**src/lat1_pkg.sv**
```systemverilog
// Shared types, constants and lookup tables for the Latin-1 charset prober.
`default_nettype none

package lat1_pkg;

	// Counter width and derived widths
	localparam int COUNT_WIDTH = 32;
	localparam int TOTAL_W     = COUNT_WIDTH + 2;   // sum of three counters
	localparam int MAG_W       = COUNT_WIDTH + 5;   // |very - 20 * unlikely|
	localparam int OUT_COUNT_W = 32;                // reported counter width

	// Confidence format: signed Q.16, quotient magnitude below 2^21
	localparam int FRAC_BITS  = 16;
	localparam int Q_BITS     = 21;
	localparam int PRE_SHIFT  = Q_BITS - FRAC_BITS;
	localparam int CONF_W     = 22;
	localparam int STEP_W     = $clog2(Q_BITS);
	localparam logic [CONF_W-1:0] CONF_FLAGGED = CONF_W'(655);

	// Result channel packing
	localparam int OUT_BITS  = 1 + 3 * OUT_COUNT_W + CONF_W;
	localparam int OUT_BYTES = (OUT_BITS + 7) / 8;
	localparam int OUT_TDATA_W = OUT_BYTES * 8;

	// Snapshot queue between front and back
	localparam int QUEUE_DEPTH = 2;
	localparam int QPTR_W      = $clog2(QUEUE_DEPTH);
	localparam int QCNT_W      = $clog2(QUEUE_DEPTH + 1);

	// Character classes
	typedef enum logic [2:0] {
		CLS_NDEF = 3'd0,
		CLS_OTHR = 3'd1,
		CLS_UPPR = 3'd2,
		CLS_LOWR = 3'd3,
		CLS_UPAV = 3'd4,
		CLS_UPAO = 3'd5,
		CLS_LOAV = 3'd6,
		CLS_LOAO = 3'd7
	} class_t;

	// Pair likelihoods
	typedef enum logic [1:0] {
		RATE_ILLEGAL  = 2'd0,
		RATE_UNLIKELY = 2'd1,
		RATE_NEUTRAL  = 2'd2,
		RATE_LIKELY   = 2'd3
	} rating_t;

	// State frozen at a buffer end, handed to the back end
	typedef struct packed {
		logic                   not_latin1;
		logic [COUNT_WIDTH-1:0] very_likely;
		logic [COUNT_WIDTH-1:0] neutral;
		logic [COUNT_WIDTH-1:0] unlikely;
	} tally_t;

	// Row: previous class, column: this class
	localparam logic [1:0] PAIR_MODEL [64] = '{
		2'd0, 2'd0, 2'd0, 2'd0, 2'd0, 2'd0, 2'd0, 2'd0,
		2'd0, 2'd3, 2'd3, 2'd3, 2'd3, 2'd3, 2'd3, 2'd3,
		2'd0, 2'd3, 2'd3, 2'd3, 2'd3, 2'd3, 2'd3, 2'd3,
		2'd0, 2'd3, 2'd3, 2'd3, 2'd1, 2'd1, 2'd3, 2'd3,
		2'd0, 2'd3, 2'd3, 2'd3, 2'd1, 2'd2, 2'd1, 2'd2,
		2'd0, 2'd3, 2'd3, 2'd3, 2'd3, 2'd3, 2'd3, 2'd3,
		2'd0, 2'd3, 2'd1, 2'd3, 2'd1, 2'd1, 2'd1, 2'd3,
		2'd0, 2'd3, 2'd1, 2'd3, 2'd1, 2'd1, 2'd3, 2'd3
	};

	// Accented letters 0xC0..0xFF: low five bits pick vowel, other or symbol
	function automatic logic [1:0] accent_kind(input logic [4:0] low);
		logic [1:0] kind;
		// 0: vowel, 1: other accented, 2: not a letter
		kind = 2'd0;
		priority if (low == 5'h17)                     kind = 2'd2;
		else if (low == 5'h06 || low == 5'h07)          kind = 2'd1;
		else if (low == 5'h10 || low == 5'h11)          kind = 2'd1;
		else if (low >= 5'h1D)                          kind = 2'd1;
		else                                            kind = 2'd0;
		return kind;
	endfunction

	// Byte to character class
	function automatic class_t byte_class(input logic [7:0] b);
		class_t     cls;
		logic [1:0] kind;
		kind = accent_kind(b[4:0]);
		cls  = CLS_OTHR;
		priority case (b) inside
			[8'h41:8'h5A]: cls = CLS_UPPR;
			[8'h61:8'h7A]: cls = CLS_LOWR;
			8'h81, 8'h8D, 8'h8F, 8'h90, 8'h9D: cls = CLS_NDEF;
			8'h83, 8'h9A, 8'h9C, 8'h9E: cls = CLS_LOAO;
			8'h8A, 8'h8C, 8'h8E, 8'h9F: cls = CLS_UPAO;
			[8'hC0:8'hFF]: begin
				if (kind == 2'd2)
					cls = CLS_OTHR;
				else if (b[5])
					cls = (kind == 2'd1) ? CLS_LOAO : CLS_LOAV;
				else
					cls = (kind == 2'd1) ? CLS_UPAO : CLS_UPAV;
			end
			default: cls = CLS_OTHR;
		endcase
		return cls;
	endfunction

endpackage

`default_nettype wire

```
**src/latin1_charset_prober.sv**
```systemverilog
// Top level of the Latin-1 charset prober: front end, tally queue, back end.
//
//  channel | dir | handshake          | contents
//  --------+-----+--------------------+---------------------------------------------
//  s_*     | in  | s_tvalid/s_tready  | tdata: data_byte, tuser: restart, tlast: buffer_end
//  m_*     | out | m_tvalid/m_tready  | tdata: flag, three counts, Q.16 confidence
//
// The front end takes one byte per cycle; class lookup, pair scoring and the counter
// update happen in the same cycle. A buffer end queues a tally snapshot (2 entries)
// for the back end, whose sequencer forms the total and sign, runs the serial divider
// (skipped when the flag is set or no pair was counted) and loads the output register.
// Bytes stall only while the queue is full. Reset clears all tallies and the queue.
`default_nettype none

module latin1_charset_prober import lat1_pkg::*; (
	input  wire logic clk,
	input  wire logic arst_n,
	input  wire logic s_tvalid,
	output logic      s_tready,
	input  wire logic [7:0] s_tdata,   // [7:0] data_byte
	input  wire logic [0:0] s_tuser,   // [0] restart
	input  wire logic s_tlast,
	output logic      m_tvalid,
	input  wire logic m_tready,
	output logic [OUT_TDATA_W-1:0] m_tdata  // [0] not_latin1, [32:1] very_likely_count,
	                                         // [64:33] neutral_count, [96:65] unlikely_count,
	                                         // [118:97] confidence_q16, [119] zero
);

	logic   push, full, pop, head_valid;
	tally_t push_data, head;

	lat1_front u_front (
		.clk        (clk),
		.arst_n     (arst_n),
		.in_valid   (s_tvalid),
		.in_ready   (s_tready),
		.data_byte  (s_tdata),
		.restart    (s_tuser[0]),
		.buffer_end (s_tlast),
		.push       (push),
		.push_data  (push_data),
		.queue_full (full)
	);

	lat1_queue u_queue (
		.clk        (clk),
		.arst_n     (arst_n),
		.push       (push),
		.push_data  (push_data),
		.full       (full),
		.pop        (pop),
		.head_valid (head_valid),
		.head       (head)
	);

	lat1_back u_back (
		.clk        (clk),
		.arst_n     (arst_n),
		.head_valid (head_valid),
		.head       (head),
		.pop        (pop),
		.out_valid  (m_tvalid),
		.out_ready  (m_tready),
		.out_data   (m_tdata)
	);

endmodule

`default_nettype wire

```
**src/lat1_front.sv**
```systemverilog
// Front end: classifies each byte, scores the class pair and keeps the tallies.
`default_nettype none

module lat1_front import lat1_pkg::*; (
	input  wire logic   clk,
	input  wire logic   arst_n,
	input  wire logic   in_valid,
	output logic        in_ready,
	input  wire logic [7:0] data_byte,
	input  wire logic   restart,
	input  wire logic   buffer_end,
	output logic        push,
	output tally_t      push_data,
	input  wire logic   queue_full
);

	logic                   flag_q;
	class_t                 prev_q;
	logic [COUNT_WIDTH-1:0] very_q, neutral_q, unlikely_q;

	logic                   base_flag;
	class_t                 base_prev;
	logic [COUNT_WIDTH-1:0] base_very, base_neutral, base_unlikely;
	class_t                 cls;
	rating_t                rating;
	logic                   accept;
	tally_t                 next;
	class_t                 next_prev;

	assign in_ready = !queue_full;
	assign accept   = in_valid && in_ready;

	// Restart replaces the held state before the byte is scored
	always_comb begin
		base_flag     = restart ? 1'b0 : flag_q;
		base_prev     = restart ? CLS_OTHR : prev_q;
		base_very     = restart ? '0 : very_q;
		base_neutral  = restart ? '0 : neutral_q;
		base_unlikely = restart ? '0 : unlikely_q;
	end

	// Score the pair and bump the matching saturating counter; an illegal pair sets the flag instead
	always_comb begin
		cls       = byte_class(data_byte);
		rating    = rating_t'(PAIR_MODEL[{base_prev, cls}]);
		next.not_latin1  = base_flag;
		next.very_likely = base_very;
		next.neutral     = base_neutral;
		next.unlikely    = base_unlikely;
		next_prev        = base_prev;
		if (!base_flag) begin
			unique case (rating)
				RATE_ILLEGAL: next.not_latin1 = 1'b1;
				RATE_UNLIKELY: begin
					if (base_unlikely != '1)
						next.unlikely = base_unlikely + 1'b1;
					next_prev = cls;
				end
				RATE_NEUTRAL: begin
					if (base_neutral != '1)
						next.neutral = base_neutral + 1'b1;
					next_prev = cls;
				end
				RATE_LIKELY: begin
					if (base_very != '1)
						next.very_likely = base_very + 1'b1;
					next_prev = cls;
				end
				default: next_prev = base_prev;
			endcase
		end
	end

	assign push      = accept && buffer_end;
	assign push_data = next;

	// Tally registers
	always_ff @(posedge clk or negedge arst_n) begin
		if (!arst_n) begin
			flag_q     <= 1'b0;
			prev_q     <= CLS_OTHR;
			very_q     <= '0;
			neutral_q  <= '0;
			unlikely_q <= '0;
		end else if (accept) begin
			flag_q     <= next.not_latin1;
			prev_q     <= next_prev;
			very_q     <= next.very_likely;
			neutral_q  <= next.neutral;
			unlikely_q <= next.unlikely;
		end
	end

endmodule

`default_nettype wire

```
**src/lat1_queue.sv**
```systemverilog
// Short FIFO of buffer-end tallies between the front and back ends.
`default_nettype none

module lat1_queue import lat1_pkg::*; (
	input  wire logic   clk,
	input  wire logic   arst_n,
	input  wire logic   push,
	input  wire tally_t push_data,
	output logic        full,
	input  wire logic   pop,
	output logic        head_valid,
	output tally_t      head
);

	tally_t              slots_q [QUEUE_DEPTH];
	logic [QPTR_W-1:0]   wr_ptr_q, rd_ptr_q;
	logic [QCNT_W-1:0]   count_q;
	logic                do_push, do_pop;

	assign full       = (count_q == QCNT_W'(QUEUE_DEPTH));
	assign head_valid = (count_q != '0);
	assign head       = slots_q[rd_ptr_q];
	assign do_push    = push && !full;
	assign do_pop     = pop && head_valid;

	// Storage
	always_ff @(posedge clk) begin
		if (do_push)
			slots_q[wr_ptr_q] <= push_data;
	end

	// Pointers and fill count
	always_ff @(posedge clk or negedge arst_n) begin
		if (!arst_n) begin
			wr_ptr_q <= '0;
			rd_ptr_q <= '0;
			count_q  <= '0;
		end else begin
			if (do_push)
				wr_ptr_q <= (wr_ptr_q == QPTR_W'(QUEUE_DEPTH - 1)) ? '0 : wr_ptr_q + 1'b1;
			if (do_pop)
				rd_ptr_q <= (rd_ptr_q == QPTR_W'(QUEUE_DEPTH - 1)) ? '0 : rd_ptr_q + 1'b1;
			if (do_push && !do_pop)
				count_q <= count_q + 1'b1;
			else if (do_pop && !do_push)
				count_q <= count_q - 1'b1;
		end
	end

endmodule

`default_nettype wire

```
**src/lat1_back.sv**
```systemverilog
// Back end: computes the Q.16 confidence with a bit-serial divider and holds the result.
`default_nettype none

module lat1_back import lat1_pkg::*; (
	input  wire logic   clk,
	input  wire logic   arst_n,
	input  wire logic   head_valid,
	input  wire tally_t head,
	output logic        pop,
	output logic        out_valid,
	input  wire logic   out_ready,
	output logic [OUT_TDATA_W-1:0] out_data
);

	typedef enum logic [2:0] {
		ST_IDLE,
		ST_TOTAL,
		ST_SIGN,
		ST_DIV,
		ST_DONE
	} state_t;

	state_t               state_q;
	tally_t               tally_q;
	logic [TOTAL_W-1:0]   total_q;
	logic [MAG_W-1:0]     ul20_q;
	logic                 neg_q;
	logic [TOTAL_W-1:0]   rem_q;
	logic [Q_BITS-1:0]    dvd_q;
	logic [Q_BITS-1:0]    quot_q;
	logic [STEP_W-1:0]    step_q;
	logic [CONF_W-1:0]    conf_q;
	logic                 out_valid_q;
	logic [OUT_TDATA_W-1:0] out_data_q;

	logic [TOTAL_W-1:0]   sum;
	logic [MAG_W-1:0]     ul20;
	logic [MAG_W-1:0]     very_ext;
	logic                 neg;
	logic [MAG_W-1:0]     mag;
	logic [TOTAL_W:0]     trial;
	logic [TOTAL_W:0]     diff;
	logic                 qbit;
	logic [TOTAL_W-1:0]   rem_next;
	logic [CONF_W-1:0]    conf_final;
	logic                 out_free;

	assign pop       = (state_q == ST_IDLE) && head_valid;
	assign out_valid = out_valid_q;
	assign out_data  = out_data_q;
	assign out_free  = !out_valid_q || out_ready;

	// Total and 20 * unlikely
	always_comb begin
		sum  = TOTAL_W'(tally_q.very_likely) + TOTAL_W'(tally_q.neutral)
		     + TOTAL_W'(tally_q.unlikely);
		ul20 = (MAG_W'(tally_q.unlikely) << 4) + (MAG_W'(tally_q.unlikely) << 2);
	end

	// Sign and magnitude of the numerator
	always_comb begin
		very_ext = MAG_W'(tally_q.very_likely);
		neg      = very_ext < ul20_q;
		mag      = neg ? (ul20_q - very_ext) : (very_ext - ul20_q);
	end

	// One restoring division step
	always_comb begin
		trial    = {rem_q, dvd_q[Q_BITS-1]};
		diff     = trial - {1'b0, total_q};
		qbit     = !diff[TOTAL_W];
		rem_next = qbit ? diff[TOTAL_W-1:0] : trial[TOTAL_W-1:0];
	end

	assign conf_final = neg_q ? (CONF_W'(0) - CONF_W'(quot_q)) : CONF_W'(quot_q);

	// Sequencer and result register
	always_ff @(posedge clk or negedge arst_n) begin
		if (!arst_n) begin
			state_q     <= ST_IDLE;
			tally_q     <= '0;
			total_q     <= '0;
			ul20_q      <= '0;
			neg_q       <= 1'b0;
			rem_q       <= '0;
			dvd_q       <= '0;
			quot_q      <= '0;
			step_q      <= '0;
			conf_q      <= '0;
			out_valid_q <= 1'b0;
			out_data_q  <= '0;
		end else begin
			// Result valid: set when loaded, cleared when taken
			if (state_q == ST_DONE && out_free)
				out_valid_q <= 1'b1;
			else if (out_ready)
				out_valid_q <= 1'b0;
			unique case (state_q)
				ST_IDLE: begin
					if (head_valid) begin
						tally_q <= head;
						state_q <= ST_TOTAL;
					end
				end
				ST_TOTAL: begin
					total_q <= sum;
					ul20_q  <= ul20;
					if (tally_q.not_latin1) begin
						conf_q  <= CONF_FLAGGED;
						state_q <= ST_DONE;
					end else if (sum == '0) begin
						conf_q  <= '0;
						state_q <= ST_DONE;
					end else begin
						state_q <= ST_SIGN;
					end
				end
				ST_SIGN: begin
					neg_q   <= neg;
					rem_q   <= TOTAL_W'(mag >> PRE_SHIFT);
					dvd_q   <= {mag[PRE_SHIFT-1:0], {FRAC_BITS{1'b0}}};
					quot_q  <= '0;
					step_q  <= '0;
					state_q <= ST_DIV;
				end
				ST_DIV: begin
					rem_q  <= rem_next;
					dvd_q  <= {dvd_q[Q_BITS-2:0], 1'b0};
					quot_q <= {quot_q[Q_BITS-2:0], qbit};
					step_q <= step_q + 1'b1;
					if (step_q == STEP_W'(Q_BITS - 1))
						state_q <= ST_DONE;
				end
				ST_DONE: begin
					if (out_free) begin
						out_data_q  <= OUT_TDATA_W'({
							((tally_q.not_latin1 || total_q == '0) ? conf_q : conf_final),
							OUT_COUNT_W'(tally_q.unlikely),
							OUT_COUNT_W'(tally_q.neutral),
							OUT_COUNT_W'(tally_q.very_likely),
							tally_q.not_latin1});
						state_q <= ST_IDLE;
					end
				end
				default: state_q <= ST_IDLE;
			endcase
			// Conf held in conf_q for the short paths; divider path uses conf_final
			if (state_q == ST_DIV && step_q == STEP_W'(Q_BITS - 1))
				conf_q <= '0;
		end
	end

endmodule

`default_nettype wire
```
**config.mk**
```make
export PLATFORM = sky130hd
export DESIGN_NAME = latin1_charset_prober
export DESIGN_NICKNAME = d
export VERILOG_FILES = /design/src/lat1_pkg.sv /design/src/latin1_charset_prober.sv /design/src/lat1_front.sv /design/src/lat1_queue.sv /design/src/lat1_back.sv
export SDC_FILE = /design/constraint.sdc
export NUM_CORES = 2
export LEC_CHECK = 0
export BUFFER_PORTS_ARGS = -buffer_cell sky130_fd_sc_hd__buf_2
export CAP_MARGIN = 40
export CELL_PAD_IN_SITES_DETAIL_PLACEMENT = 1
export CELL_PAD_IN_SITES_GLOBAL_PLACEMENT = 1
export CORE_MARGIN = 2
export CORE_UTILIZATION = 27
export DETAILED_ROUTE_END_ITERATION = 12
export GPL_TIMING_DRIVEN = 0
export HOLD_SLACK_MARGIN = 0.08
export PLACE_DENSITY_LB_ADDON = 0.1
export REMOVE_ABC_BUFFERS = 1
export SKIP_LAST_GASP = 1
export SYNTH_ARGS = -nofsm -noshare
export SYNTH_HDL_FRONTEND = slang
export SYNTH_SLANG_ARGS = --single-unit
```
**constraint.sdc**
```tcl
create_clock -name clk -period 9.8 [get_ports clk]
set_input_delay 0.98 -clock clk [delete_from_list [all_inputs] [get_ports clk]]
set_output_delay 0.98 -clock clk [all_outputs]
set_load 0.1 [all_outputs]
```
Word level (Yosys, flattened, before mapping)
Memories as Yosys holds them, arrays and structs flattened. A register that Yosys moved wholly into a read port is not among the register bits.
Index checks and enable logic that the tools add are counted.
{ "totals": {"out_inout_bits": 122, "reg_bits": 402, "mem_bits_ro": 128, "mem_bits_rw": 194, "in_bits": 14, "elab_cells": 178, "n_memories": 2} }
{ "classes": {"n_bitwise": 1, "eq_ne": 35, "mux": 57, "addsub": 15, "magnitude_cmp": 9, "n_reduce_logical": 40} }
{ "mem_list": {"columns": ["name", "words", "width", "read_ports", "rd_ports_with_merged_regs", "wr", "line_no", "rtl"], "rows": [
  ["u_queue.slots_q", 2, 97, 1, 1, 1, "lat1_queue.sv:15", "tally_t slots_q [QUEUE_DEPTH];"],
  ["(no name shown)", 64, 2, 1, 0, 0, "lat1_front.sv:45", "rating = rating_t'(PAIR_MODEL[{base_prev, cls}]);"]
]} }
{ "ops": {"columns": ["cell", "n"], "rows": [
  ["32-bit 2-to-1 mux", 9],
  ["22-bit 2-to-1 mux", 6],
  ["8-bit == test (second input constant)", 13],
  ["97-bit 2-to-1 mux", 1],
  ["32-bit by 1-bit adder with 32-bit output (second input constant)", 3],
  ["32-bit != test (second input constant)", 3],
  ["21-bit case mux with 2 select lines", 2],
  ["34-bit zero test", 2],
  ["34-bit case mux with 2 select lines", 1],
  ["3-bit 2-to-1 mux", 16],
  ["36-bit by 34-bit adder with 37-bit output", 1],
  ["32-bit by 37-bit < comparator with 1-bit output", 1],
  ["37-bit 2-to-1 mux", 1],
  ["32-bit by 37-bit subtractor with 37-bit output", 1],
  ["37-bit by 32-bit subtractor with 37-bit output", 1],
  ["35-bit by 34-bit subtractor with 35-bit output", 1],
  ["34-bit by 32-bit adder with 34-bit output", 1],
  ["34-bit 2-to-1 mux", 1],
  ["32-bit by 32-bit adder with 33-bit output", 1],
  ["1-bit by 21-bit subtractor with 22-bit output (first input constant)", 1],
  ["5-bit == test (second input constant)", 4],
  ["8-bit by 7-bit >= comparator with 1-bit output (second input constant)", 2],
  ["8-bit by 7-bit less-or-equal comparator with 1-bit output (second input constant)", 2],
  ["3-bit case mux with 5 select lines", 1],
  ["other kinds (31)", 82]
]} }

Longest topological paths before layout
{ "depth": {"ltp_word": 23, "depth_mapped": 25, "depth_no_buf": 24} }

Modules after synthesis
From an unflattened synthesis, not the netlist that was laid out.
{ "hier_totals": {"hier_cells": 4005, "hier_area_um2": 39584.2} }
{ "by_module_without_submodules": {"columns": ["mod", "cells_each", "seq_area_each_um2", "instances", "area_per_inst_um2"], "rows": [
  ["lat1_back", 2604, 8908.5, 1, 23842.9],
  ["lat1_front", 1080, 2503.7, 1, 8470.6],
  ["lat1_queue", 321, 5925.7, 1, 7270.7]
]} }

Worst setup path after synthesis
Ideal clock, no wire load.
{ "synth_timing": {"path_type": "flip-flop to flip-flop", "start": "register u_queue.count_q[0]", "end": "memory u_queue.slots_q[0][0] (netlist bit), enable pin", "required_time_ns": 9.246, "setup_time_ns": 0.554, "arrival_time_ns": 5.923, "slack_ns": 3.323, "n_path_buf": 1, "period_less_slack_ns": 6.477, "stages_incl_launch_ff": 6, "path_cell_list": "dfrtp_1 > nand2b_1 > and2_1 > clkbuf_1 > nand2_1 > nor2_1"} }
{ "synth_between": {"elab_chain_cells": 7} }
{ "synth_lines": {"columns": ["element", "line_no", "rtl"], "rows": [
  ["start, declared", "lat1_queue.sv:17", "logic [QCNT_W-1:0] count_q;"],
  ["start signal, assigned", "lat1_queue.sv:44", "count_q <= count_q + 1'b1;"],
  ["start signal, assigned", "lat1_queue.sv:46", "count_q <= count_q - 1'b1;"],
  ["2-bit == test (*)", "lat1_queue.sv:20", "assign full = (count_q == QCNT_W'(QUEUE_DEPTH));"],
  ["1-bit zero test (*)", "lat1_front.sv:30", "assign in_ready = !queue_full;"],
  ["named net s_tready", "latin1_charset_prober.sv:19", "output logic s_tready,"],
  ["1-bit logical AND", "lat1_front.sv:31", "assign accept = in_valid && in_ready;"],
  ["1-bit logical AND", "lat1_front.sv:74", "assign push = accept && buffer_end;"],
  ["1-bit logical AND (*)", "lat1_queue.sv:23", "assign do_push = push && !full;"],
  ["1-bit 2-to-1 mux (*)", "lat1_queue.sv:28", "if (do_push)"],
  ["1-bit 2-to-1 mux (implied by the code) (*)", "lat1_queue.sv:29", "slots_q[wr_ptr_q] <= push_data;"],
  ["end, declared", "lat1_queue.sv:15", null]
]} }
The timed path passes the listed nets; every way through them passes the cells marked *.

Worst setup path after layout
{ "layout_timing": {"start": "register u_back.tally_q[64] (netlist bit)", "end": "register u_back.state_q[2]"} }
{ "layout_between": {"elab_chain_cells": 6} }
{ "layout_lines": {"columns": ["element", "line_no", "rtl"], "rows": [
  ["start, declared", "lat1_back.sv:24", "tally_t tally_q;"],
  ["start signal, assigned", "lat1_back.sv:81", "tally_q <= '0;"],
  ["start signal, assigned", "lat1_back.sv:101", "tally_q <= head;"],
  ["32-bit by 32-bit adder with 33-bit output", "lat1_back.sv:55", "sum = TOTAL_W'(tally_q.very_likely) + TOTAL_W'(tally_q.neutral)"],
  ["34-bit by 32-bit adder with 34-bit output", "lat1_back.sv:56", "+ TOTAL_W'(tally_q.unlikely);"],
  ["34-bit zero test", "lat1_back.sv:111", "end else if (sum == '0) begin"],
  ["3-bit 2-to-1 mux", "lat1_back.sv:111", null],
  ["3-bit 2-to-1 mux", "lat1_back.sv:108", "if (tally_q.not_latin1) begin"],
  ["3-bit case mux with 5 select lines", "lat1_back.sv:98", "unique case (state_q)"],
  ["end signal, assigned", "lat1_back.sv:102", "state_q <= ST_TOTAL;"],
  ["end signal, assigned", "lat1_back.sv:110", "state_q <= ST_DONE;"],
  ["end signal, assigned", "lat1_back.sv:113", "state_q <= ST_DONE;"],
  ["end, declared", "lat1_back.sv:23", "state_t state_q;"]
]} }
Every way passes these cells.
A chain may end at the register's enable or synchronous reset.

==> summary.md <==
| Metric | Value |
|---|---|
| CTS Hold Bufs | `0` |
| Critical path cell sequence | `ha_1 > inv_1 > fa_1 > nor2b_1 > o31a_1 > o41a_1 > o41ai_1 > nor2b_1 > o21ai_0 > nand2b_1 > a21o_1 > a21oi_1 > xnor2_1 > ha_1 > a21o_1 > o21bai_1 > a21oi_1 > mux2i_1 > nand3b_1 > nor4b_1 > nand4_1 > nor4_1 > a41oi_1 > o21ai_0` |
| Total of fill cells in the finished design | `16600` |
| Post-synthesis instance area | `39700 um^2` |
| Reg clk slew, reported paths | `0.06 ns` |
| Fraction of final layout cells sized beyond drive strength 1 | `10.6%` |
| Top post-synthesis cells by area | `dfrtp_1, edfxtp_1, ha_1` |
| CTS buffer count | `83` |
| Number of DRC violations after detailed-routing iteration 0 | `1456` |
| Total Routed Length | `135 mm` |
| Worst-skew pair later-pin latency | `0.71 ns` |
| Register bit count reported by yosys | `654` |
| RePlAce Congestion | `0.845` |
| F_max | `0.151 GHz` |
| Global-route wire length before repair | `207 mm` |
| Vias post-DR | `31600` |
| Overall fraction of global-route tracks in use | `17.8%` |
| Die span in y | `387 um` |
| Most common cell in the netlist | `nand2_1` |
| Buffers on Ports | `134` |
| Residual DRC | `0` |
| Worst path required time | `10.41 ns` |
| Cell at the slowest stage of the critical path | `nor4_1` |
| Proportion of synthesized flip-flops having asynchronous set or reset | `70.3%` |
| Share of Yosys cell area claimed by the top area cell type | `28.9%` |
| Post-synthesis cell type count | `94` |
| Multi-input combinational cell area | `21000 um^2` |
| Result of the run | `completed` |
| Highest net fanout along the worst path | `6` |
| Mean post-synth cell area | `9.41 um^2` |
| Relative max-transition margin | `40.7%` |
| Die Span X | `387 um` |
| Crit Path Category | `reg -> reg` |
| Minimum period implied by the final worst setup slack | `6.64 ns` |
| Fin. Hold Viols | `0` |
| Nets | `4522` |
| Setup Skew | `0.0615 ns` |
| Main flop type after synthesis | `dfrtp_1` |
| Depth of the CTS H-tree | `3` |
| Setup tns final | `0 ns` |
| Number of vias per cell after detailed routing | `5.03` |
| Sequential fraction of the synthesis area | `43.7%` |
| Worst min-delay path class | `in -> async` |
| Worst EP arrival | `7.25 ns` |
| Crit share post-route | `67.8%` |
| Final setup vio count | `0` |
| Capturing element of the worst setup path | `u_back.state_q[2]$_DFFE_PN0P_` |
| Kind of end point of the critical path | `flop` |
| HPWL Detailed | `104 mm` |
| # Post-CTS Setup Buffers | `0` |
| Total count of max-transition violations in the final report | `0` |
| CTS Root Buffer Type | `clkbuf_16` |
| Transition time of the tightest slew-check pin | `0.877 ns` |
| Setup repair after global routing missed its margin | `false` |
| Max-capacitance violation count | `0` |
| Final routed wire length divided by cell count | `21.5 um` |
| Slack of the worst reg-to-reg path | `3.16 ns` |
| Synthesized instance count | `4220` |
| Initial standard-cell utilization of the core | `27.2%` |
| Leading cell types by count after synthesis | `nand2_1, dfrtp_1, nor2_1, o21ai_0, a21oi_1` |
| Number of synthesized flops with an enable pin | `194` |
| Kind of start point of the critical path | `flop` |
| Number of routed nets with antenna violations | `0` |
| Cell accounting for the most synthesized area | `dfrtp_1` |
| I/O pin total | `136` |
| Iteration count of the initial detailed-routing pass | `5` |
| Row count | `140` |
| Launch instance of the worst register-to-register path | `u_back.tally_q[64]$_DFFE_PN0P_` |
| CTS tree | `yes` |
| Reg2reg path depth | `24` |
| Remaining Overflow, GRT | `0` |
| Slowest cell delay on critical path | `0.60 ns` |
| # clock sinks | `654` |
| Area of the die | `150000 um^2` |
| Yosys warning count | `0` |
| Number of antenna violations at the first check in global routing | `2` |
| Std-Cell Core Area | `146000 um^2` |
| Number of buffers on the longest clock path | `3` |
| Worst r2r dst | `u_back.state_q[2]$_DFFE_PN0P_` |
| Quantity of gates resized following cts | `0` |
| Pin count of the biggest net entering global routing | `103` |
| Crit. Startpoint | `u_back.tally_q[64]$_DFFE_PN0P_` |
| Via count of the first global-routing pass | `32900` |
| Synth-to-Final Area Change | `15.7%` |
| Combined flip-flop and latch cell area | `17300 um^2` |
==> layer usage <==
metal,share of wire (%),track usage (%)
met3,2.0,2.03
met5,0,0
met4,2.7,5.21
met1,47,23.5
met2,48,30.6
==> cells in the final DEF (no fill, tap or decap), drive strengths merged, types with 27 or more instances in the layout <==
master  netlist  routed
nor2        356     356
mux2i       201     201
nand2b       27      27
inv         165     167
a21o         82      82
edfxtp      194     194
nor4         42      42
xor2         73      73
a21oi       329     329
and3         48      48
o21bai       33      33
nand2       464     464
buf          33     204
or3          33      33
nand3        98      98
nand4        49      49
clkbuf      172     120
o21a         32      32
nor3         87      87
nor2b        61      61
mux2         74      74
o21ai       343     343
xnor2       157     157
a211oi       37      37
dfrtp       459     459
o211ai       32      32
ha          198     198
==> registers in the layout, summed over array words and instances (netlist names), 2 cells and up <==
register and count:
u_back.state_q 3, u_front.very_q 32, u_back.rem_q 34, u_queue.count_q 2, u_queue.slots_q 194, u_back.total_q 34
u_back.dvd_q 5, u_front.prev_q 3, u_back.out_data 119, u_front.neutral_q 32, u_back.tally_q 97, u_back.ul20_q 35
u_back.quot_q 21, u_back.step_q 5, u_front.unlikely_q 32
==> worst min-delay path by stage <==
stage | start | slack [ns] | cells past startpoint | to
after floorplan | u_front.very_q[1]$_DFFE_PN0P_ | 0.44 | 2 | u_front.very_q[1]$_DFFE_PN0P_
after global placement | u_front.very_q[1]$_DFFE_PN0P_ | 0.46 | 2 | u_front.very_q[1]$_DFFE_PN0P_
after detailed placement | u_back.out_data[102]$_DFFE_PN0P_ | 0.46 | 2 | u_back.out_data[102]$_DFFE_PN0P_
after CTS | arst_n | 0.21 | 1 | u_front.neutral_q[8]$_DFFE_PN0P_
after global routing | arst_n | 0.25 | 1 | u_front.neutral_q[8]$_DFFE_PN0P_
final | arst_n | 0.24 | 1 | u_front.neutral_q[8]$_DFFE_PN0P_
==> kinds of logic after synthesis <==
family	after synthesis	synth area share, %
compound gates	1114	17.5
xor+xnor	230	5.07
fa+ha+maj	203	6.49
buf+inv	370	3.58
flops	654	43.7
mux	275	7.17
other cells	1	0.00945
simple gates	1373	16.5
==> area by class of cell <==
class,instances,area share (%)
clock inverter,32,0.945
antenna,2,0.0109
sequential,654,37.8
timing repair buffer,205,3.79
multi-input combinational,3196,45.8
inverter,165,1.35
tap,1917,5.22
clock buffer,120,5.17
==> worst max-delay path: cells and delay by family (launching register included) <==
| family | cells | cell delay [ns] |
|---|---|---|
| adders and majority gates | 3 | 0.79 |
| buffers and inverters | 1 | 0.07 |
| xor gates and xnor gates | 1 | 0.14 |
| muxes | 1 | 0.15 |
| and+or+nand+nor | 7 | 1.81 |
| AOI/OAI and AO/OA | 11 | 3.10 |
| DFF | 1 | 0.48 |
==> metrics by stage <==
step	instance area, um^2	hold slack, ns	utilization [%]	worst slack [ns]	instances
CTS	45900	0.207	31.5	2.96	6289
floorplan	38900	0.442	-	-6.68	4015
global placement	42000	0.458	28.8	-17.38	6066
finish	45900	0.243	31.5	3.16	6291
global route	45900	0.246	31.5	2.58	6289
detailed placement	43100	0.462	29.6	3.02	6137
Power is not shown: default switching activity piles up to over one toggle a cycle in this logic, so the estimate is an artifact.
